$ cat src/hdl/dfsb_pkg.sv
// Package for the dual queue shared buffer unit.
// Holds request codes, status codes and the result struct used by the
// controller and the top level. No dependencies.
`timescale 1ns / 1ps

package dfsb_pkg;

  localparam int DATA_W = 32;
  localparam int TOTAL_ENTRIES_DEF = 16;

  localparam logic REQ_ENQ = 1'b0;
  localparam logic REQ_DEQ = 1'b1;

  localparam logic QSEL_ONE = 1'b0;
  localparam logic QSEL_TWO = 1'b1;

  typedef enum logic [1:0] {
    ST_OK    = 2'd0,
    ST_FULL  = 2'd1,
    ST_EMPTY = 2'd2
  } status_t;

  typedef struct packed {
    logic    valid;
    logic    from_mem;
    status_t status;
    logic    first_empty;
    logic    first_full;
    logic    second_empty;
    logic    second_full;
  } res_t;

endpackage

$ cat src/hdl/dfsb_mem.sv
// Entry store shared by both queues: one write port and one read port,
// with the read data registered. Depends on dfsb_pkg.
`timescale 1ns / 1ps

module dfsb_mem #(
  parameter int DEPTH  = dfsb_pkg::TOTAL_ENTRIES_DEF,
  parameter int ADDR_W = $clog2(DEPTH)
) (
  input  logic                               clk,
  input  logic                               wr_en,
  input  logic [ADDR_W-1:0]                  wr_addr,
  input  logic signed [dfsb_pkg::DATA_W-1:0] wr_data,
  input  logic                               rd_en,
  input  logic [ADDR_W-1:0]                  rd_addr,
  output logic signed [dfsb_pkg::DATA_W-1:0] rd_data
);
  import dfsb_pkg::*;

  logic signed [DATA_W-1:0] mem [DEPTH];
  logic signed [DATA_W-1:0] rd_data_r;

  always_ff @(posedge clk) begin
    if (wr_en) begin
      mem[wr_addr] <= wr_data;
    end
  end

  always_ff @(posedge clk) begin
    if (rd_en) begin
      rd_data_r <= mem[rd_addr];
    end
  end

  assign rd_data = rd_data_r;

endmodule

$ cat src/hdl/dfsb_ctrl.sv
// Queue controller: head, tail and count registers of both queues, the
// full and empty decisions, and the store access for each item.
// Depends on dfsb_pkg.
`timescale 1ns / 1ps

module dfsb_ctrl #(
  parameter int TOTAL_ENTRIES = dfsb_pkg::TOTAL_ENTRIES_DEF,
  parameter int ADDR_W        = $clog2(TOTAL_ENTRIES)
) (
  input  logic                               clk,
  input  logic                               rst_n,
  input  logic                               accept,
  input  logic                               req_type,
  input  logic                               queue_sel,
  input  logic signed [dfsb_pkg::DATA_W-1:0] push_value,
  output logic                               wr_en,
  output logic [ADDR_W-1:0]                  wr_addr,
  output logic signed [dfsb_pkg::DATA_W-1:0] wr_data,
  output logic                               rd_en,
  output logic [ADDR_W-1:0]                  rd_addr,
  output dfsb_pkg::res_t                     res
);
  import dfsb_pkg::*;

  localparam int ONE_CAP  = TOTAL_ENTRIES / 2 + 1;
  localparam int TWO_BASE = TOTAL_ENTRIES / 2 + 1;
  localparam int TWO_CAP  = TOTAL_ENTRIES - TOTAL_ENTRIES / 2 - 1;
  localparam int C1_W     = $clog2(ONE_CAP + 1);
  localparam int C2_W     = $clog2(TWO_CAP + 1);

  logic [ADDR_W-1:0] head1_r, head1_nxt, tail1_r, tail1_nxt;
  logic [ADDR_W-1:0] head2_r, head2_nxt, tail2_r, tail2_nxt;
  logic [C1_W-1:0]   cnt1_r, cnt1_nxt;
  logic [C2_W-1:0]   cnt2_r, cnt2_nxt;
  res_t              res_r, res_nxt;
  logic              full_sel, empty_sel;

  function automatic logic [ADDR_W-1:0] adv1(input logic [ADDR_W-1:0] pos);
    if (pos == ADDR_W'(ONE_CAP - 1)) begin
      return '0;
    end
    return pos + ADDR_W'(1);
  endfunction

  function automatic logic [ADDR_W-1:0] adv2(input logic [ADDR_W-1:0] pos);
    if (pos == ADDR_W'(TOTAL_ENTRIES - 1)) begin
      return ADDR_W'(TWO_BASE);
    end
    return pos + ADDR_W'(1);
  endfunction

  assign full_sel  = (queue_sel == QSEL_TWO) ? (cnt2_r == C2_W'(TWO_CAP))
                                             : (cnt1_r == C1_W'(ONE_CAP));
  assign empty_sel = (queue_sel == QSEL_TWO) ? (cnt2_r == '0) : (cnt1_r == '0);

  always_comb begin
    head1_nxt = head1_r;
    tail1_nxt = tail1_r;
    head2_nxt = head2_r;
    tail2_nxt = tail2_r;
    cnt1_nxt  = cnt1_r;
    cnt2_nxt  = cnt2_r;
    wr_en     = 1'b0;
    rd_en     = 1'b0;
    wr_addr   = (queue_sel == QSEL_TWO) ? tail2_r : tail1_r;
    rd_addr   = (queue_sel == QSEL_TWO) ? head2_r : head1_r;
    wr_data   = push_value;
    res_nxt   = '0;
    res_nxt.status = ST_OK;
    if (accept) begin
      res_nxt.valid = 1'b1;
      if (req_type == REQ_ENQ) begin
        if (full_sel) begin
          res_nxt.status = ST_FULL;
        end else begin
          wr_en = 1'b1;
          if (queue_sel == QSEL_TWO) begin
            tail2_nxt = adv2(tail2_r);
            cnt2_nxt  = cnt2_r + C2_W'(1);
          end else begin
            tail1_nxt = adv1(tail1_r);
            cnt1_nxt  = cnt1_r + C1_W'(1);
          end
        end
      end else begin
        if (empty_sel) begin
          res_nxt.status = ST_EMPTY;
        end else begin
          rd_en            = 1'b1;
          res_nxt.from_mem = 1'b1;
          if (queue_sel == QSEL_TWO) begin
            head2_nxt = adv2(head2_r);
            cnt2_nxt  = cnt2_r - C2_W'(1);
          end else begin
            head1_nxt = adv1(head1_r);
            cnt1_nxt  = cnt1_r - C1_W'(1);
          end
        end
      end
    end
    res_nxt.first_empty  = (cnt1_nxt == '0);
    res_nxt.first_full   = (cnt1_nxt == C1_W'(ONE_CAP));
    res_nxt.second_empty = (cnt2_nxt == '0);
    res_nxt.second_full  = (cnt2_nxt == C2_W'(TWO_CAP));
  end

  always_ff @(posedge clk) begin
    if (!rst_n) begin
      head1_r <= '0;
      tail1_r <= '0;
      head2_r <= ADDR_W'(TWO_BASE);
      tail2_r <= ADDR_W'(TWO_BASE);
      cnt1_r  <= '0;
      cnt2_r  <= '0;
      res_r   <= '0;
    end else begin
      head1_r <= head1_nxt;
      tail1_r <= tail1_nxt;
      head2_r <= head2_nxt;
      tail2_r <= tail2_nxt;
      cnt1_r  <= cnt1_nxt;
      cnt2_r  <= cnt2_nxt;
      res_r   <= res_nxt;
    end
  end

  assign res = res_r;

endmodule

$ cat src/hdl/dual_fifo_shared_buffer_unit.sv
// Two circular queues sharing one entry store; one result per item.
// The result strobes in the cycle after the item is accepted.
// One item per cycle while busy is low; pointers and counts update at acceptance
// and the store read for a dequeue completes in the following cycle.
// Reset: synchronous active low; busy is high during reset, queues empty.
// The receiver cannot stall; each result is shown for exactly one cycle.
`timescale 1ns / 1ps

module dual_fifo_shared_buffer_unit #(
  parameter int TOTAL_ENTRIES = dfsb_pkg::TOTAL_ENTRIES_DEF
) (
  input  logic                               clk,
  input  logic                               rst_n,
  input  logic                               start,
  output logic                               busy,
  input  logic                               in_req_type,
  input  logic                               in_queue_sel,
  input  logic signed [dfsb_pkg::DATA_W-1:0] in_push_value,
  output logic                               out_valid,
  output logic signed [dfsb_pkg::DATA_W-1:0] out_pop_value,
  output logic [1:0]                         out_status,
  output logic                               out_first_empty,
  output logic                               out_first_full,
  output logic                               out_second_empty,
  output logic                               out_second_full
);
  import dfsb_pkg::*;

  localparam int ADDR_W = $clog2(TOTAL_ENTRIES);

  logic                     busy_r;
  logic                     accept;
  logic                     wr_en, rd_en;
  logic [ADDR_W-1:0]        wr_addr, rd_addr;
  logic signed [DATA_W-1:0] wr_data, rd_data;
  res_t                     res;

  always_ff @(posedge clk) begin
    if (!rst_n) begin
      busy_r <= 1'b1;
    end else begin
      busy_r <= 1'b0;
    end
  end

  assign busy   = busy_r;
  assign accept = start && !busy_r;

  dfsb_ctrl #(
    .TOTAL_ENTRIES(TOTAL_ENTRIES),
    .ADDR_W       (ADDR_W)
  ) u_ctrl (
    .clk       (clk),
    .rst_n     (rst_n),
    .accept    (accept),
    .req_type  (in_req_type),
    .queue_sel (in_queue_sel),
    .push_value(in_push_value),
    .wr_en     (wr_en),
    .wr_addr   (wr_addr),
    .wr_data   (wr_data),
    .rd_en     (rd_en),
    .rd_addr   (rd_addr),
    .res       (res)
  );

  dfsb_mem #(
    .DEPTH (TOTAL_ENTRIES),
    .ADDR_W(ADDR_W)
  ) u_mem (
    .clk    (clk),
    .wr_en  (wr_en),
    .wr_addr(wr_addr),
    .wr_data(wr_data),
    .rd_en  (rd_en),
    .rd_addr(rd_addr),
    .rd_data(rd_data)
  );

  assign out_valid        = res.valid;
  assign out_status       = res.status;
  assign out_pop_value    = res.from_mem ? rd_data :
                            (res.status == ST_EMPTY) ? '1 : '0;
  assign out_first_empty  = res.first_empty;
  assign out_first_full   = res.first_full;
  assign out_second_empty = res.second_empty;
  assign out_second_full  = res.second_full;

  a_strobe_follows_accept: assert property (@(posedge clk) disable iff (!rst_n)
    out_valid |-> $past(start && !busy))
    else $error("Result strobe without an accepted item.");

  a_empty_pop_value: assert property (@(posedge clk) disable iff (!rst_n)
    (out_valid && out_status == ST_EMPTY) |-> (out_pop_value == -32'sd1))
    else $error("Refused dequeue must return minus one.");

  a_full_pop_value: assert property (@(posedge clk) disable iff (!rst_n)
    (out_valid && out_status == ST_FULL) |-> (out_pop_value == '0 && !res.from_mem))
    else $error("Refused enqueue must return zero.");

  a_flags_exclusive: assert property (@(posedge clk) disable iff (!rst_n)
    out_valid |-> !(out_first_empty && out_first_full) &&
                  !(out_second_empty && out_second_full))
    else $error("A queue cannot be both empty and full.");

endmodule
$ cat config.mk
export PLATFORM = sky130hd
export DESIGN_NAME = dual_fifo_shared_buffer_unit
export DESIGN_NICKNAME = d
export VERILOG_FILES = /design/src/hdl/dfsb_pkg.sv /design/src/hdl/dfsb_mem.sv /design/src/hdl/dfsb_ctrl.sv /design/src/hdl/dual_fifo_shared_buffer_unit.sv
export SDC_FILE = /design/constraint.sdc
export NUM_CORES = 1
export LEC_CHECK = 0
export BUFFER_PORTS_ARGS = -buffer_cell sky130_fd_sc_hd__buf_2
export CAP_MARGIN = 10
export CORE_UTILIZATION = 30
export DETAILED_ROUTE_END_ITERATION = 8
export PLACE_DENSITY = 0.45
export RECOVER_POWER = 25
export SYNTH_ARGS = -nofsm -noshare
export SYNTH_HDL_FRONTEND = slang
export SYNTH_SLANG_ARGS = --single-unit
$ cat constraint.sdc
create_clock -name clk -period 4.1 [get_ports clk]
set_input_delay 0.205 -clock clk [delete_from_list [all_inputs] [get_ports clk]]
set_output_delay 0.205 -clock clk [all_outputs]
set_load 0.005 [all_outputs]
# Word-level counts from Yosys, hierarchy flattened
# Memories as Yosys holds them, arrays and structs flattened. A register that Yosys moved wholly into a read port is not among the register bits.
# Cells that the tools add are included.
dict set report classes {
  bitwise 4
  mux 59
  n_eq_ne 9
  add_sub_neg 8
  multipliers 0
  n_shift 0
  div_mod_pow 0
  reduce_logical 11
  magnitude_cmp 0
}
# op count
set ops {}
lappend ops {{2-to-1 mux 4 bit} 17}
lappend ops {{2-to-1 mux 32 bit} 2}
lappend ops {{2-to-1 mux 1 bit} 32}
lappend ops {{== test 4 bit (second input constant)} 6}
lappend ops {{adder 4 x 1 -> 4 bit (second input constant)} 5}
lappend ops {{2-to-1 mux 3 bit} 6}
lappend ops {{AND reduction 4 bit} 4}
lappend ops {{logical NOT 4 bit} 2}
lappend ops {{== test 3 bit (second input constant)} 2}
lappend ops {{logical NOT 3 bit} 2}
lappend ops {{2-to-1 mux 2 bit} 2}
lappend ops {{NOT 1 bit} 4}
lappend ops {{subtractor 4 x 1 -> 4 bit (second input constant)} 1}
lappend ops {{adder 3 x 1 -> 3 bit (second input constant)} 1}
lappend ops {{subtractor 3 x 1 -> 3 bit (second input constant)} 1}
lappend ops {{== test 2 bit (second input constant)} 1}
lappend ops {{AND reduction 2 bit} 1}
lappend ops {{logical AND 1 bit} 1}
lappend ops {{logical NOT 1 bit} 1}
dict set report word_totals {
  mem_bits_ro 0
  elab_cells 106
  mem_bits_rw 512
  latch_bits 0
  output_inout_bits 40
  mem_count 1
  inputBits 37
  register_bits 32
}
# name words width read_ports rd_ports_with_merged_regs write_ports line
set memory_table {}
lappend memory_table {u_mem.mem 16 32 1 1 1 dfsb_mem.sv:19} ;# logic signed [DATA_W-1:0] mem [DEPTH];

# Logic depth before layout (Yosys ltp)
dict set report logic_depth {
  word_depth 7
  mapped_depth 8
  mapped_depth_nobuf 7
}

# By module
# Synthesis repeated with hierarchy kept, for this count alone.
dict set report unflattened {
  hier_cells 1134
  hier_area_um2 22675.5
}
# module seq_area_each_um2 n_inst cells_per_inst area_per_inst_um2
set modules_own_cells {}
lappend modules_own_cells {dfsb_mem 16335.7 1 838 20155.6}
lappend modules_own_cells {dfsb_ctrl 620.6 1 253 2174.6}
lappend modules_own_cells {dual_fifo_shared_buffer_unit 20.0 1 43 345.3}

# Least setup slack after synthesis
# OpenSTA, ideal clock, no wires.
dict set report synth_timing {
  path_type {reg-to-reg}
  startpoint {register u_ctrl.cnt2_r[0]}
  endpoint {memory u_mem.mem[4][0], enable pin}
  period_less_slack_ns 3.359
  setup_time_ns 0.421
  path_buffers 1
  required_ns 3.679
  path_stages_with_launch 9
  arrival_time_ns 2.938
  slack_ns 0.741
  cell_sequence {dfxtp_1 > ha_1 > ha_1 > nor2_1 > and3_1 > clkbuf_1 > or2_2 > o21ai_0 > nor2_1}
}
dict set report synth_between {
  elab_chain_len 7
}
# item line
set synth_lines {}
lappend synth_lines {{start: declaration} dfsb_ctrl.sv:34} ;# logic [C2_W-1:0] cnt2_r, cnt2_nxt;
lappend synth_lines {{start signal: assignment} dfsb_ctrl.sv:122} ;# cnt2_r <= cnt2_nxt;
lappend synth_lines {{== test 3 bit} dfsb_ctrl.sv:52} ;# assign full_sel = (queue_sel == QSEL_TWO) ? (cnt2_r == C2_W'(TWO_CAP))
lappend synth_lines {{2-to-1 mux 1 bit} dfsb_ctrl.sv:52}
lappend synth_lines {{2-to-1 mux 1 bit} dfsb_ctrl.sv:73} ;# if (full_sel) begin
lappend synth_lines {{2-to-1 mux 1 bit} dfsb_ctrl.sv:72} ;# if (req_type == REQ_ENQ) begin
lappend synth_lines {{2-to-1 mux 1 bit} dfsb_ctrl.sv:70} ;# if (accept) begin
lappend synth_lines {{2-to-1 mux 1 bit} dfsb_mem.sv:23} ;# if (wr_en) begin
lappend synth_lines {{2-to-1 mux 1 bit (implied by the code)} dfsb_mem.sv:24} ;# mem[wr_addr] <= wr_data;
lappend synth_lines {{end: declaration} dfsb_mem.sv:19}
# No other way between the ends.

# Worst setup path in the final report
dict set report layout_timing {
  startpoint {register u_ctrl.cnt2_r[0]}
  endpoint {memory u_mem.mem[15][15], enable pin}
}
# The elaborated chain is that of the path after synthesis.

==> out/metrics.csv <==
stage;metric;value;unit
run_status;status;complete, but fails checks;
run_status;violations;DRC;
finish;area_growth;19.8;%
clock_network;cts_resized;0;
grt;grt_pass1_vias;11600;
detailed_routing;via_count;11000;
floorplanning;start_util;0.304;
clock_network;clk_path_buf_depth;3;
grt;grtUsageMet2;0.243;
critical_path;critical_path_required;4.41;ns
logic_synthesis;synthArstFlopShare;0;
hold_path;min_path_type;in2reg;
sta;slew_violations;0;
logic_synthesis;syn_inst;1108;
logic_synthesis;synth_ff_type;edfxtp_1;
logic_synthesis;synth_top_area_cell;edfxtp_1;
sta;slew_headroom;0.239;
clock_network;cts_tree;done;
floorplanning;die_area;75200;um^2
clock_network;cts.clk_slew.worst_paths;0.06;ns
detailed_routing;ant_nets;0;
grt;grt_busiest_layer;met2;
logic_synthesis;synth_seq_cells;576;
sta;setup_viol;0;
floorplanning;die_w;274;um
critical_path;startpoint_type;register;
critical_path;crit_path_end_kind;register;
run;drv_cap;0;
logic_synthesis;synthSimpleGateAreaFrac;0.0358;
finish;final_nets;1311;
critical_path;cp_slowest_cell;nor2_4;
critical_path;cp_cell_sequence;ha_1 > ha_1 > nor2_1 > and3_1 > or2_2 > nand2_1 > nor2_4 > buf_12;
clock_network;cts-htree-levels;2;
critical_path;arrival;3.29;ns
sta;final-hold-violation-count;0;
logic_synthesis;avgSynthCellArea;20.1;um^2
detailed_routing;drtPass1Iterations;6;
grt;grtUsageTotal;0.147;
critical_path;crit_fanout;21;
placement;port_buffers;76;
logic_synthesis;synth_area_leaders;edfxtp_1 (73%), mux4_2 (13%), dfxtp_1 (2.9%);
sta;fin_crit;2.99;ns
logic_synthesis;yosysWarnings;0;
grt;grt.overflow.total;0;
grt;globalRouteMet3Util;0.0228;
placement;gp_congestion;0.690;
clock_network;postCtsSetupBuffers;0;
grt;antenna_found_initial;2;
floorplanning;core_area;73200;um^2
placement;hpwlAfterDp;29.3;mm
sta;fmax;0.335;GHz
sta;rsz0062_at_grt;no;
grt;grt_first_pass_wirelength;79.9;mm
sta;setup_tns;0;ns
logic_synthesis;synth-adder-area-share;0.00731;
floorplanning;rows;99;
sta;fin_worst_skew;0.0203;ns
finish;drive_above_1_share;0.266;
clock_network;cts_buffers;61;
logic_synthesis;synth_edf_count;544;
logic_synthesis;syn_area;22200;um^2
grt;grt_max_degree;76;
logic_synthesis;synth_top_cells_by_count;edfxtp_1 (544), mux4_2 (128), a22oi_1 (65);
logic_synthesis;yosysMostFrequentCell;edfxtp_1;
logic_synthesis;post-synth-top-area-fraction;0.734;
pwr;p_leak;0.00886;uW
clock_network;clk_latency;0.63;ns
logic_synthesis;synth_top_family_by_area;multiplexers;
detailed_routing;drt-total-wl;54.4;mm
critical_path;critPathKind;reg2reg;
grt;grt.met1_usage;0.203;
detailed_routing;post_drt_wl_per_cell;24.0;um
sta;worst_pin_slew;1.14;ns
logic_synthesis;syn_nets;1158;
critical_path;crit_path_max_incr_delay;0.61;ns
logic_synthesis;synth_compound_area_frac;0.0454;
pwr;p_per_area;479;nW/um^2
floorplanning;die_h;274;um
detailed_routing;routed_via_density;4.86;
logic_synthesis;ys_seq_area_frac;0.763;
finish;diodes;0;
detailed_routing;drt_iter0_markers;818;
logic_synthesis;muxShareOfSynthArea;0.133;
logic_synthesis;synth_cell_types;47;
pwr;vdd_drop_max;0.380;mV
pwr;p_total;12700;uW
floorplanning;io_pins;77;
clock_network;cts.sinks;576;
detailed_routing;remaining_drc_errors;7;
logic_synthesis;synth_xor_area_frac;0.00118;
critical_path;crit_path_frequent_cell;ha_1;
clock_network;root_buffer;clkbuf_16;
sta;post-route-period-util;0.728;
## cell families (layout without fill, tap and decap cells)
group	Yosys count	count (layout)
adders and majority gates	13	13
DFF	576	576
buffers and inverters	75	278
AOI/OAI and AO/OA	145	145
muxes	135	135
xor gates and xnor gates	3	3
and+or+nand+nor	161	161
## what timing repair did
item                       CTS  global route
hold endpoints to repair   524             0
setup endpoints to repair    0             0
hold buffers                34             0
## cell type report
cell class,count,area [um^2]
tap,959,1200
timing repair buffer,151,1140
fill,6753,46600
inverter,14,52.6
clock buffer,67,1550
sequential,576,17000
multi-input combinational,457,5150
clock inverter,46,573
## where the power goes
group	internal, uW	total, uW	leakage, uW	switching [uW]
sequential	6470	6480	0.00516	12.2
combinational	194	461	0.00268	267
clock	3480	5810	0.00103	2330
total	10100	12700	0.00886	2610
## cell usage in the layout (no fill, tap or decap), types with 18 or more instances in the layout
cell,netlist,layout
edfxtp_1,544,544
clkbuf_1,36,29
a22oi_1,65,65
nor2_1,34,18
buf_2,15,53
a21o_1,32,32
clkbuf_16,0,61
buf_4,5,30
nand2_1,60,60
dfxtp_1,32,31
dlygate4sd3_1,0,34
mux4_2,128,128
## flip-flops by register name (all words and copies together), names as in the netlist
signal          count
u_ctrl.head1_r      4
busy                1
u_mem.rd_data      32
u_mem.mem         512
u_ctrl.tail2_r      4
u_ctrl.cnt1_r       4
u_ctrl.cnt2_r       3
u_ctrl.tail1_r      4
u_ctrl.head2_r      4
u_ctrl.res          8
## worst max-delay path: cells and delay by family (launching register included)
family        cells  cell delay [ns]
flops             1             0.32
fa+ha+maj         2             0.42
simple gates      5             1.61
buf+inv           1             0.30
## routing by layer
| layer | share of wire | vias up |
|---|---|---|
| met5 | 0.00050 | - |
| met1 | 0.46 | 5868 |
| li1 | - | 4884 |
| met3 | 0.038 | 77 |
| met2 | 0.49 | 199 |
| met4 | 0.017 | 4 |
## metrics by stage
step	hold WS [ns]	instance area (um^2)	std cells	setup WS, ns	util
final	0.120	26600	2270	1.11	0.364
after global routing	0.105	26600	2270	1.01	0.364
after CTS	0.0848	26700	2270	1.13	0.364
after detailed placement	0.534	24200	2123	1.15	0.331
after global placement	0.522	24200	2123	1.16	0.331
after floorplan	0.304	22200	1108	0.741	-
## final timing paths
| kind | startpoint | endpoint | slack (ns) | cells after the start |
|---|---|---|---|---|
| max | u_ctrl.cnt2_r[0] | u_mem.mem[15][15] | 1.11 | 8 |
| min | start | u_ctrl.res[7] | 0.12 | 3 |
| max reg2reg | u_ctrl.cnt2_r[0] | u_mem.mem[15][15] | 1.11 | 8 |
| min reg2reg | u_ctrl.tail1_r[1] | u_ctrl.tail1_r[1] | 0.55 | 2 |
(Power assumes the default switching activity.)
